==> src/sv/i2cee_pkg.sv <==
// Shared types and constants of the I2C EEPROM byte access sequencer.
package i2cee_pkg;

  localparam int unsigned ADDR_BITS_DEF = 13;

  localparam logic [6:0]  DEV_ADDR_RST   = 7'h50;
  localparam logic [15:0] WAIT_LIMIT_RST = 16'd60000;
  localparam logic [9:0]  POLL_LIMIT_RST = 10'd1000;

  localparam logic [7:0] ST_START     = 8'h08;
  localparam logic [7:0] ST_RSTART    = 8'h10;
  localparam logic [7:0] ST_SLA_W_ACK = 8'h18;
  localparam logic [7:0] ST_SLA_W_NAK = 8'h20;
  localparam logic [7:0] ST_DATA_ACK  = 8'h28;
  localparam logic [7:0] ST_SLA_R_ACK = 8'h40;
  localparam logic [7:0] ST_READ_NAK  = 8'h58;

  typedef enum logic [1:0] {
    CFG_DEV_ADDR   = 2'd0,
    CFG_WAIT_LIMIT = 2'd1,
    CFG_POLL_LIMIT = 2'd2,
    CFG_NONE       = 2'd3
  } cfg_idx_t;

  typedef enum logic [1:0] {
    CMD_WRITE = 2'd0,
    CMD_READ  = 2'd1,
    CMD_EVENT = 2'd2,
    CMD_TICK  = 2'd3
  } cmd_t;

  typedef enum logic [2:0] {
    ACT_NONE  = 3'd0,
    ACT_START = 3'd1,
    ACT_BYTE  = 3'd2,
    ACT_READ  = 3'd3,
    ACT_STOP  = 3'd4
  } act_t;

  typedef enum logic [4:0] {
    PH_IDLE      = 5'd0,
    PH_START     = 5'd1,
    PH_SLA_W     = 5'd2,
    PH_ADDR_HI   = 5'd3,
    PH_ADDR_LO   = 5'd4,
    PH_DATA      = 5'd5,
    PH_STOP_W    = 5'd6,
    PH_RSTART    = 5'd7,
    PH_SLA_R     = 5'd8,
    PH_READ      = 5'd9,
    PH_STOP_OK   = 5'd10,
    PH_STOP_FAIL = 5'd11,
    PH_P_START   = 5'd12,
    PH_P_SLA     = 5'd13,
    PH_P_RETRY   = 5'd14
  } phase_t;

  typedef struct packed {
    cmd_t        command;
    logic [15:0] mem_address;
    logic [7:0]  write_data;
    logic [7:0]  bus_status;
    logic [7:0]  bus_read_data;
  } item_t;

  typedef struct packed {
    act_t       bus_action;
    logic [7:0] bus_byte;
    logic       done_res;
    logic       success;
    logic [7:0] read_data;
    logic       busy_res;
  } res_t;

  typedef struct packed {
    logic [6:0]  device_address;
    logic [15:0] wait_limit;
    logic [9:0]  poll_limit;
  } cfg_t;

endpackage

==> src/sv/i2cee_seq.sv <==
// Transaction state machine: state registers and one-word next-state logic.
module i2cee_seq #(
  parameter int unsigned ADDR_BITS = i2cee_pkg::ADDR_BITS_DEF
) (
  input  logic             clk,
  input  logic             rst_n,
  input  logic             step,
  input  i2cee_pkg::item_t item,
  input  i2cee_pkg::cfg_t  cfg,
  output i2cee_pkg::res_t  res
);
  import i2cee_pkg::*;

  phase_t                 phase_r, phase_nxt;
  logic                   is_read_r, is_read_nxt;
  logic [ADDR_BITS-1:0]   held_addr_r, held_addr_nxt;
  logic [7:0]             held_wbyte_r, held_wbyte_nxt;
  logic [15:0]            wait_cnt_r, wait_cnt_nxt;
  logic [9:0]             poll_cnt_r, poll_cnt_nxt;
  logic [7:0]             capt_r, capt_nxt;

  logic [7:0]  st;
  logic [7:0]  sla_w;
  logic [15:0] addr16;
  logic [15:0] wait_inc;
  logic [9:0]  poll_inc;
  logic        start_ok;
  logic        do_issue, do_fail, do_finish, fin_ok, do_poll;
  phase_t      iss_phase;
  act_t        iss_act;
  logic [7:0]  iss_byte;

  assign st       = {item.bus_status[7:3], 3'b000};
  assign sla_w    = {cfg.device_address, 1'b0};
  assign addr16   = 16'(held_addr_r);
  assign wait_inc = wait_cnt_r + 16'd1;
  assign poll_inc = poll_cnt_r + 10'd1;
  assign start_ok = (st == ST_START) || (st == ST_RSTART);

  always_ff @(posedge clk) begin
    if (!rst_n) begin
      phase_r      <= PH_IDLE;
      is_read_r    <= 1'b0;
      held_addr_r  <= '0;
      held_wbyte_r <= '0;
      wait_cnt_r   <= '0;
      poll_cnt_r   <= '0;
      capt_r       <= '0;
    end else begin
      phase_r      <= phase_nxt;
      is_read_r    <= is_read_nxt;
      held_addr_r  <= held_addr_nxt;
      held_wbyte_r <= held_wbyte_nxt;
      wait_cnt_r   <= wait_cnt_nxt;
      poll_cnt_r   <= poll_cnt_nxt;
      capt_r       <= capt_nxt;
    end
  end

  always_comb begin
    phase_nxt      = phase_r;
    is_read_nxt    = is_read_r;
    held_addr_nxt  = held_addr_r;
    held_wbyte_nxt = held_wbyte_r;
    wait_cnt_nxt   = wait_cnt_r;
    poll_cnt_nxt   = poll_cnt_r;
    capt_nxt       = capt_r;
    do_issue       = 1'b0;
    do_fail        = 1'b0;
    do_finish      = 1'b0;
    fin_ok         = 1'b0;
    do_poll        = 1'b0;
    iss_phase      = PH_IDLE;
    iss_act        = ACT_NONE;
    iss_byte       = 8'h00;
    res            = '0;

    if (step) begin
      if (phase_r == PH_IDLE) begin
        if (item.command == CMD_WRITE || item.command == CMD_READ) begin
          is_read_nxt = (item.command == CMD_READ);
          if ((item.mem_address >> ADDR_BITS) != 16'd0) begin
            do_finish = 1'b1;
          end else begin
            held_addr_nxt  = item.mem_address[ADDR_BITS-1:0];
            held_wbyte_nxt = item.write_data;
            poll_cnt_nxt   = '0;
            do_issue       = 1'b1;
            iss_phase      = PH_START;
            iss_act        = ACT_START;
          end
        end
      end else if (item.command == CMD_EVENT) begin
        unique case (phase_r)
          PH_START, PH_P_START: begin
            if (start_ok) begin
              do_issue  = 1'b1;
              iss_phase = (phase_r == PH_START) ? PH_SLA_W : PH_P_SLA;
              iss_act   = ACT_BYTE;
              iss_byte  = sla_w;
            end else begin
              do_fail = 1'b1;
            end
          end
          PH_SLA_W: begin
            if (st == ST_SLA_W_ACK) begin
              do_issue  = 1'b1;
              iss_phase = PH_ADDR_HI;
              iss_act   = ACT_BYTE;
              iss_byte  = addr16[15:8];
            end else begin
              do_fail = 1'b1;
            end
          end
          PH_ADDR_HI: begin
            if (st == ST_DATA_ACK) begin
              do_issue  = 1'b1;
              iss_phase = PH_ADDR_LO;
              iss_act   = ACT_BYTE;
              iss_byte  = addr16[7:0];
            end else begin
              do_fail = 1'b1;
            end
          end
          PH_ADDR_LO: begin
            if (st != ST_DATA_ACK) begin
              do_fail = 1'b1;
            end else if (is_read_r) begin
              do_issue  = 1'b1;
              iss_phase = PH_RSTART;
              iss_act   = ACT_START;
            end else begin
              do_issue  = 1'b1;
              iss_phase = PH_DATA;
              iss_act   = ACT_BYTE;
              iss_byte  = held_wbyte_r;
            end
          end
          PH_DATA: begin
            if (st == ST_DATA_ACK) begin
              do_issue  = 1'b1;
              iss_phase = PH_STOP_W;
              iss_act   = ACT_STOP;
            end else begin
              do_fail = 1'b1;
            end
          end
          PH_STOP_W: begin
            poll_cnt_nxt = '0;
            do_issue     = 1'b1;
            iss_phase    = PH_P_START;
            iss_act      = ACT_START;
          end
          PH_RSTART: begin
            if (start_ok) begin
              do_issue  = 1'b1;
              iss_phase = PH_SLA_R;
              iss_act   = ACT_BYTE;
              iss_byte  = sla_w | 8'h01;
            end else begin
              do_fail = 1'b1;
            end
          end
          PH_SLA_R: begin
            if (st == ST_SLA_R_ACK) begin
              do_issue  = 1'b1;
              iss_phase = PH_READ;
              iss_act   = ACT_READ;
            end else begin
              do_fail = 1'b1;
            end
          end
          PH_READ: begin
            if (st == ST_READ_NAK) begin
              capt_nxt  = item.bus_read_data;
              do_issue  = 1'b1;
              iss_phase = PH_STOP_OK;
              iss_act   = ACT_STOP;
            end else begin
              do_fail = 1'b1;
            end
          end
          PH_STOP_OK: begin
            do_finish = 1'b1;
            fin_ok    = 1'b1;
          end
          PH_P_SLA: begin
            if (st == ST_SLA_W_ACK) begin
              do_issue  = 1'b1;
              iss_phase = PH_STOP_OK;
              iss_act   = ACT_STOP;
            end else if (st == ST_SLA_W_NAK) begin
              do_issue  = 1'b1;
              iss_phase = PH_P_RETRY;
              iss_act   = ACT_STOP;
            end else begin
              do_fail = 1'b1;
            end
          end
          PH_P_RETRY: do_poll = 1'b1;
          default:    do_finish = 1'b1;
        endcase
      end else if (item.command == CMD_TICK) begin
        wait_cnt_nxt = wait_inc;
        if (wait_inc >= cfg.wait_limit) begin
          unique case (phase_r)
            PH_STOP_W, PH_STOP_OK, PH_STOP_FAIL: do_finish = 1'b1;
            PH_P_RETRY:                          do_poll   = 1'b1;
            default:                             do_fail   = 1'b1;
          endcase
        end
      end

      // poll attempt bookkeeping
      if (do_poll) begin
        poll_cnt_nxt = poll_inc;
        if (poll_inc >= cfg.poll_limit) begin
          do_finish = 1'b1;
        end else begin
          do_issue  = 1'b1;
          iss_phase = PH_P_START;
          iss_act   = ACT_START;
        end
      end

      if (do_fail) begin
        do_issue  = 1'b1;
        iss_phase = PH_STOP_FAIL;
        iss_act   = ACT_STOP;
        iss_byte  = 8'h00;
      end

      if (do_issue) begin
        phase_nxt      = iss_phase;
        wait_cnt_nxt   = '0;
        res.bus_action = iss_act;
        res.bus_byte   = iss_byte;
      end else if (do_finish) begin
        phase_nxt     = PH_IDLE;
        wait_cnt_nxt  = '0;
        res.done_res  = 1'b1;
        res.success   = fin_ok;
        res.read_data = (fin_ok && is_read_r) ? capt_r : 8'h00;
      end
    end

    res.busy_res = (phase_nxt != PH_IDLE);
  end

endmodule

==> src/sv/i2c_eeprom_byte_access_sequencer_core.sv <==
// Top level: stream ports, configuration registers, input and result registers.
//
// Sequences one-byte writes and random reads of a 24C64-class EEPROM over a
// byte-level I2C master. Every input word (tuser = command) gives exactly one
// result word: the next bus action and byte, and done/success/read data.
// Requests: write or read with a memory address; addresses beyond ADDR_BITS
// finish at once with success low. Bus events carry the engine's status and
// read byte; ticks drive the wait timeout. After a write the block polls the
// device with address-only attempts until it acknowledges or poll_limit runs
// out.
// The input register loads at the accepting edge; the state update and result
// register load from it once the result register is free to take a word.
// Throughput: one word per clock while out_tready stays high; the single
// next-state pass of the phase machine sets this figure.
// When out_tready is low the result register holds and the input register
// still takes one more word; in_tready falls only when both are full.
// Reset (rst_n low, synchronous) returns to idle and loads the register
// defaults: device address 0x50, wait limit 60000, poll limit 1000.
// Configuration writes are always ready and take effect on the next word.
module i2c_eeprom_byte_access_sequencer_core #(
  parameter int unsigned ADDR_BITS = i2cee_pkg::ADDR_BITS_DEF
) (
  input  logic        clk,
  input  logic        rst_n,
  input  logic        in_tvalid,
  output logic        in_tready,
  input  logic [39:0] in_tdata,   // mem_address[15:0], write_data[23:16],
                                  // bus_status[31:24], bus_read_data[39:32]
  input  logic [1:0]  in_tuser,   // command[1:0]
  output logic        out_tvalid,
  input  logic        out_tready,
  output logic [23:0] out_tdata,  // bus_byte[7:0], done_res[8], success[9],
                                  // read_data[17:10], busy_res[18], zero[23:19]
  output logic [2:0]  out_tuser,  // bus_action[2:0]
  input  logic        cfg_valid,
  output logic        cfg_ready,
  input  logic [1:0]  cfg_index,
  input  logic [15:0] cfg_data
);
  import i2cee_pkg::*;

  logic  s1_v_r;
  item_t s1_item_r;
  logic  out_v_r;
  res_t  out_res_r;
  cfg_t  cfg_r;
  res_t  res;
  logic  advance;

  assign advance   = s1_v_r && (!out_v_r || out_tready);
  assign in_tready = !s1_v_r || advance;
  assign cfg_ready = 1'b1;

  always_ff @(posedge clk) begin
    if (!rst_n) begin
      cfg_r.device_address <= DEV_ADDR_RST;
      cfg_r.wait_limit     <= WAIT_LIMIT_RST;
      cfg_r.poll_limit     <= POLL_LIMIT_RST;
    end else if (cfg_valid && cfg_ready) begin
      unique case (cfg_idx_t'(cfg_index))
        CFG_DEV_ADDR:   cfg_r.device_address <= cfg_data[6:0];
        CFG_WAIT_LIMIT: cfg_r.wait_limit     <= cfg_data;
        CFG_POLL_LIMIT: cfg_r.poll_limit     <= cfg_data[9:0];
        default: ;
      endcase
    end
  end

  always_ff @(posedge clk) begin
    if (!rst_n) begin
      s1_v_r <= 1'b0;
    end else if (in_tready) begin
      s1_v_r <= in_tvalid;
    end
  end

  always_ff @(posedge clk) begin
    if (in_tvalid && in_tready) begin
      s1_item_r.command       <= cmd_t'(in_tuser);
      s1_item_r.mem_address   <= in_tdata[15:0];
      s1_item_r.write_data    <= in_tdata[23:16];
      s1_item_r.bus_status    <= in_tdata[31:24];
      s1_item_r.bus_read_data <= in_tdata[39:32];
    end
  end

  i2cee_seq #(
    .ADDR_BITS (ADDR_BITS)
  ) u_seq (
    .clk   (clk),
    .rst_n (rst_n),
    .step  (advance),
    .item  (s1_item_r),
    .cfg   (cfg_r),
    .res   (res)
  );

  always_ff @(posedge clk) begin
    if (!rst_n) begin
      out_v_r <= 1'b0;
    end else if (advance) begin
      out_v_r <= 1'b1;
    end else if (out_tready) begin
      out_v_r <= 1'b0;
    end
  end

  always_ff @(posedge clk) begin
    if (advance) begin
      out_res_r <= res;
    end
  end

  assign out_tvalid = out_v_r;
  assign out_tuser  = out_res_r.bus_action;
  assign out_tdata  = {5'b00000, out_res_r.busy_res, out_res_r.read_data,
                       out_res_r.success, out_res_r.done_res, out_res_r.bus_byte};

  a_advance_fills: assert property (@(posedge clk) disable iff (!rst_n)
    advance |=> out_tvalid)
    else $error("processed word did not reach the result register");

  a_done_not_busy: assert property (@(posedge clk) disable iff (!rst_n)
    (out_tvalid && out_res_r.done_res) |-> !out_res_r.busy_res)
    else $error("finished request still reports busy");

  a_success_done: assert property (@(posedge clk) disable iff (!rst_n)
    (out_tvalid && out_res_r.success) |-> out_res_r.done_res)
    else $error("success without done");

  a_byte_only_send: assert property (@(posedge clk) disable iff (!rst_n)
    (out_tvalid && out_res_r.bus_action != ACT_BYTE) |-> (out_res_r.bus_byte == 8'h00))
    else $error("bus byte set without a send action");

endmodule
==> config.mk <==
export PLATFORM = sky130hd
export DESIGN_NAME = i2c_eeprom_byte_access_sequencer_core
export DESIGN_NICKNAME = d
export VERILOG_FILES = /design/src/sv/i2cee_pkg.sv /design/src/sv/i2cee_seq.sv /design/src/sv/i2c_eeprom_byte_access_sequencer_core.sv
export SDC_FILE = /design/constraint.sdc
export NUM_CORES = 1
export LEC_CHECK = 0
export BUFFER_PORTS_ARGS = -buffer_cell sky130_fd_sc_hd__buf_2
export CAP_MARGIN = 20
export CORE_ASPECT_RATIO = 0.7
export CORE_MARGIN = 2
export CORE_UTILIZATION = 50
export CTS_CLUSTER_SIZE = 25
export DETAILED_ROUTE_END_ITERATION = 16
export PLACE_DENSITY = 0.66
export SLEW_MARGIN = 15
export SYNTH_ARGS = -nofsm -noshare
export SYNTH_HDL_FRONTEND = slang
export SYNTH_SLANG_ARGS = --single-unit
==> constraint.sdc <==
create_clock -name clk -period 5.6 [get_ports clk]
set_input_delay 0.28 -clock clk [delete_from_list [all_inputs] [get_ports clk]]
set_output_delay 0.28 -clock clk [all_outputs]
set_load 0.005 [all_outputs]
==> impl_metrics.py <==
metrics = {
    "status": {
        "outcome": "finished, final reports clean",
    },
    "timing": {
        "period_minus_slack_ns": 4.93,
        "rsz0062_at_grt": "false",
        "fin_crit_sh_pct": 88.0,
        "tightest_slew_ns": 1.06,
        "relSlewSlack_pct": 28.9,
        "finalHoldViolCount": 0,
        "setup_viol": 0,
        "skew_ns": 0.0121,
        "whs_ns": 0.0261,
        "max_freq_mhz": 203,
        "drv_slew": 0,
        "final.setup.tns_ns": 0,
    },
    "grt": {
        "grt_use_total_pct": 23.7,
        "overflow": 0,
        "grt_pass1_vias": 5924,
        "grt_max_degree": 64,
        "grt_pass1_wl_mm": 29.6,
        "antenna_found_initial": 0,
    },
    "finish": {
        "syn_to_final_growth_pct": 14.2,
        "nNetsFinal": 966,
        "layout_common_cells": "nand2_1 (135), dfxtp_1 (96), buf_2 (85), edfxtp_1 (61), nor2_1 (60)",
        "seqCellArea_mm2": 0.00375,
        "num_antenna_cells": 0,
        "fill_cells": 1306,
        "drive_gt1_share_pct": 19.9,
        "final_common_cell": "nand2_1",
        "multi_input_area_mm2": 0.00353,
        "utilization_pct": 58.7,
    },
    "power": {
        "finalPower_mw": 2.39,
        "ir_drop_mv": 0.136,
        "power_density_mw_per_mm2": 275,
        "p_leak_nw": 3.51,
    },
    "drt": {
        "vias_per_cell": 5.67,
        "vias": 6133,
        "firstDrtPassIters": 7,
        "drt-total-wl_mm": 18.5,
        "ant_nets": 0,
        "drt_iter0_drc": 479,
        "wl_per_cell_um": 17.1,
        "drc_errors": 0,
    },
    "synthesis": {
        "yosysWarningCount": 0,
        "synth_edf_count": 61,
        "synth_cell_types": 81,
        "ys.flop_type": "dfxtp_1",
        "netlist_instances": 798,
        "synth-seq-cells": 157,
        "ys_seq_area_share_pct": 49.3,
        "synth_area_mm2": 0.00762,
        "synth_area_per_cell_um2": 9.55,
        "async_reset_ff_share_pct": 0,
    },
    "clock_network": {
        "cts_resized": 0,
        "post_cts_buffers": 0,
        "cts_made_buffers": 17,
        "clk_latency_ns": 0.42,
        "clkSinkCount": 157,
        "cts_tree": "built",
        "cts-hold-fix-buffers": 0,
        "path_clk_slew_ns": 0.06,
        "cts_max_path_buffers": 2,
        "clockRootBuffer": "clkbuf_16",
        "ctsHtreeMaxLevel": 4,
    },
    "worst_setup_path": {
        "path_class": "reg2reg",
        "path_buf_inv": 1,
        "cp_top_family": "simple AND/OR/NAND/NOR gates",
        "path_max_fanout": 11,
        "cpMaxStageDelayCell": "nor4_4",
        "cp-start-kind": "register",
        "cp_data_required_time_ns": 5.95,
        "cpMostUsedCell": "nand3_1",
        "worst_setup_path_end_kind": "register",
        "slowest_delay_ns": 0.70,
        "worstPathArrival_ns": 5.28,
        "crit_chain": "ha_1 -> nand3_1 -> nor2_1 -> nand3_1 -> nor2_1 -> nand3_1 -> nor3_1 -> xor2_1 -> ha_1 -> a21oi_1 -> a21boi_0 -> a2111oi_0 -> nand3_1 -> a22o_2 -> nor4_4 -> buf_4 -> o21ai_2 -> o21ai_2",
    },
    "hold_path": {
        "hold_class": "in2reg",
    },
    "placed_design": {
        "dp_hpwl_mm": 13.6,
        "portBuffers": 85,
        "place_congestion": 0.880,
    },
    "die": {
        "die_y_um": 107,
        "core_mm2": 0.0148,
        "rows": 37,
        "io_pins": 95,
        "die-area_mm2": 0.0163,
        "initial_core_util_pct": 51.4,
        "die-width_um": 152,
    },
    "job": {
        "drv_cap": 0,
    },
}
## per-layer routing
layer / vias up / share of wire (%) / track usage [%]
met4: 0 / 0.63 / 5.89
li1: 2994 / - / -
met2: 196 / 44 / 35.9
met3: 9 / 7.5 / 5.93
met1: 2934 / 48 / 34.1
met5: - / 0 / 0
## state kept, by name, indices dropped and copies added, names as in the netlist
name	count
cfg_r	33
out_tdata	19
out_tuser	3
out_tvalid	1
s1_item_r	39
s1_v_r	1
u_seq.capt_r	8
u_seq.held_addr_r	13
u_seq.held_wbyte_r	8
u_seq.is_read_r	1
u_seq.phase_r	5
u_seq.poll_cnt_r	10
u_seq.wait_cnt_r	16
## path summary, 6_finish.rpt
kind,cells after the start,slack [ns],end,startpoint
worst max-delay path,18,0.67,u_seq.wait_cnt_r[7]$_SDFFE_PN0P_,u_seq.wait_cnt_r[0]$_SDFFE_PN0P_
worst min register to register,2,0.46,u_seq.held_wbyte_r[6]$_SDFFE_PN0P_,u_seq.held_wbyte_r[6]$_SDFFE_PN0P_
worst max register to register,18,0.67,u_seq.wait_cnt_r[7]$_SDFFE_PN0P_,u_seq.wait_cnt_r[0]$_SDFFE_PN0P_
worst min-delay path,1,0.03,s1_item_r[3]$_DFFE_PP_,in_tdata[35]
## area by class of cell
class	instances	area share (%)
Clock buffer	21	5.18
Inverter	42	1.81
Tap cell	195	2.80
Sequential cell	157	43.2
Timing Repair Buffer	92	5.64
Multi-Input combinational cell	563	40.6
Clock inverter	11	0.777
## synthesized netlist by cell type, types with 11 or more instances
| cell type | instances | area [um^2] |
|---|---|---|
| nand2_1 | 135 | 507 |
| dfxtp_1 | 96 | 1920 |
| edfxtp_1 | 61 | 1830 |
| nor2_1 | 60 | 225 |
| a21oi_1 | 59 | 295 |
| inv_1 | 40 | 150 |
| ha_1 | 28 | 350 |
| clkbuf_1 | 26 | 97.6 |
| nand3_1 | 20 | 100 |
| o21ai_2 | 20 | 175 |
| and3_1 | 18 | 113 |
| mux2i_1 | 18 | 180 |
| o211ai_1 | 15 | 113 |
| or2_2 | 14 | 87.6 |
| nor3_1 | 12 | 60.1 |
| o21ai_0 | 12 | 60.1 |
| nor2b_1 | 11 | 68.8 |
## metrics by stage
step | instances | instance area (um^2) | setup WS, ns
after CTS | 1079 | 8670 | 0.736
after global routing | 1081 | 8700 | 0.119
after global placement | 1047 | 8150 | 0.905
after floorplan | 802 | 7630 | 1.26
after detailed placement | 1047 | 8150 | 0.768
final | 1081 | 8700 | 0.671
## worst register-to-register path: stages, from the launching register on
cell	delay (ns)
dfxtp_1	0.46
ha_1	0.24
nand3_1	0.20
nor2_1	0.25
nand3_1	0.15
nor2_1	0.21
nand3_1	0.13
nor3_1	0.20
xor2_1	0.31
ha_1	0.33
a21oi_1	0.15
a21boi_0	0.12
a2111oi_0	0.43
nand3_1	0.25
a22o_2	0.35
nor4_4	0.70
buf_4	0.27
o21ai_2	0.06
o21ai_2	0.06
## power by group
part           switching (mW)  internal, mW  total, mW
sequential             0.0181          1.22       1.24
combinational          0.0802        0.0478      0.128
clock                   0.449         0.574       1.02
## cell families (layout without fill, tap and decap cells)
group           Yosys count  count (layout)  share of synthesized area, %
buf+inv                  82             166                          4.73
compound gates          176             176                          16.6
flops                   157             157                          49.3
xor+xnor                 14              14                          1.61
mux                      18              18                          2.36
other cells               2               6                        0.0986
simple gates            321             321                          20.8
fa+ha+maj                28              28                          4.60
Note: power is estimated with default switching activity, not from simulation.
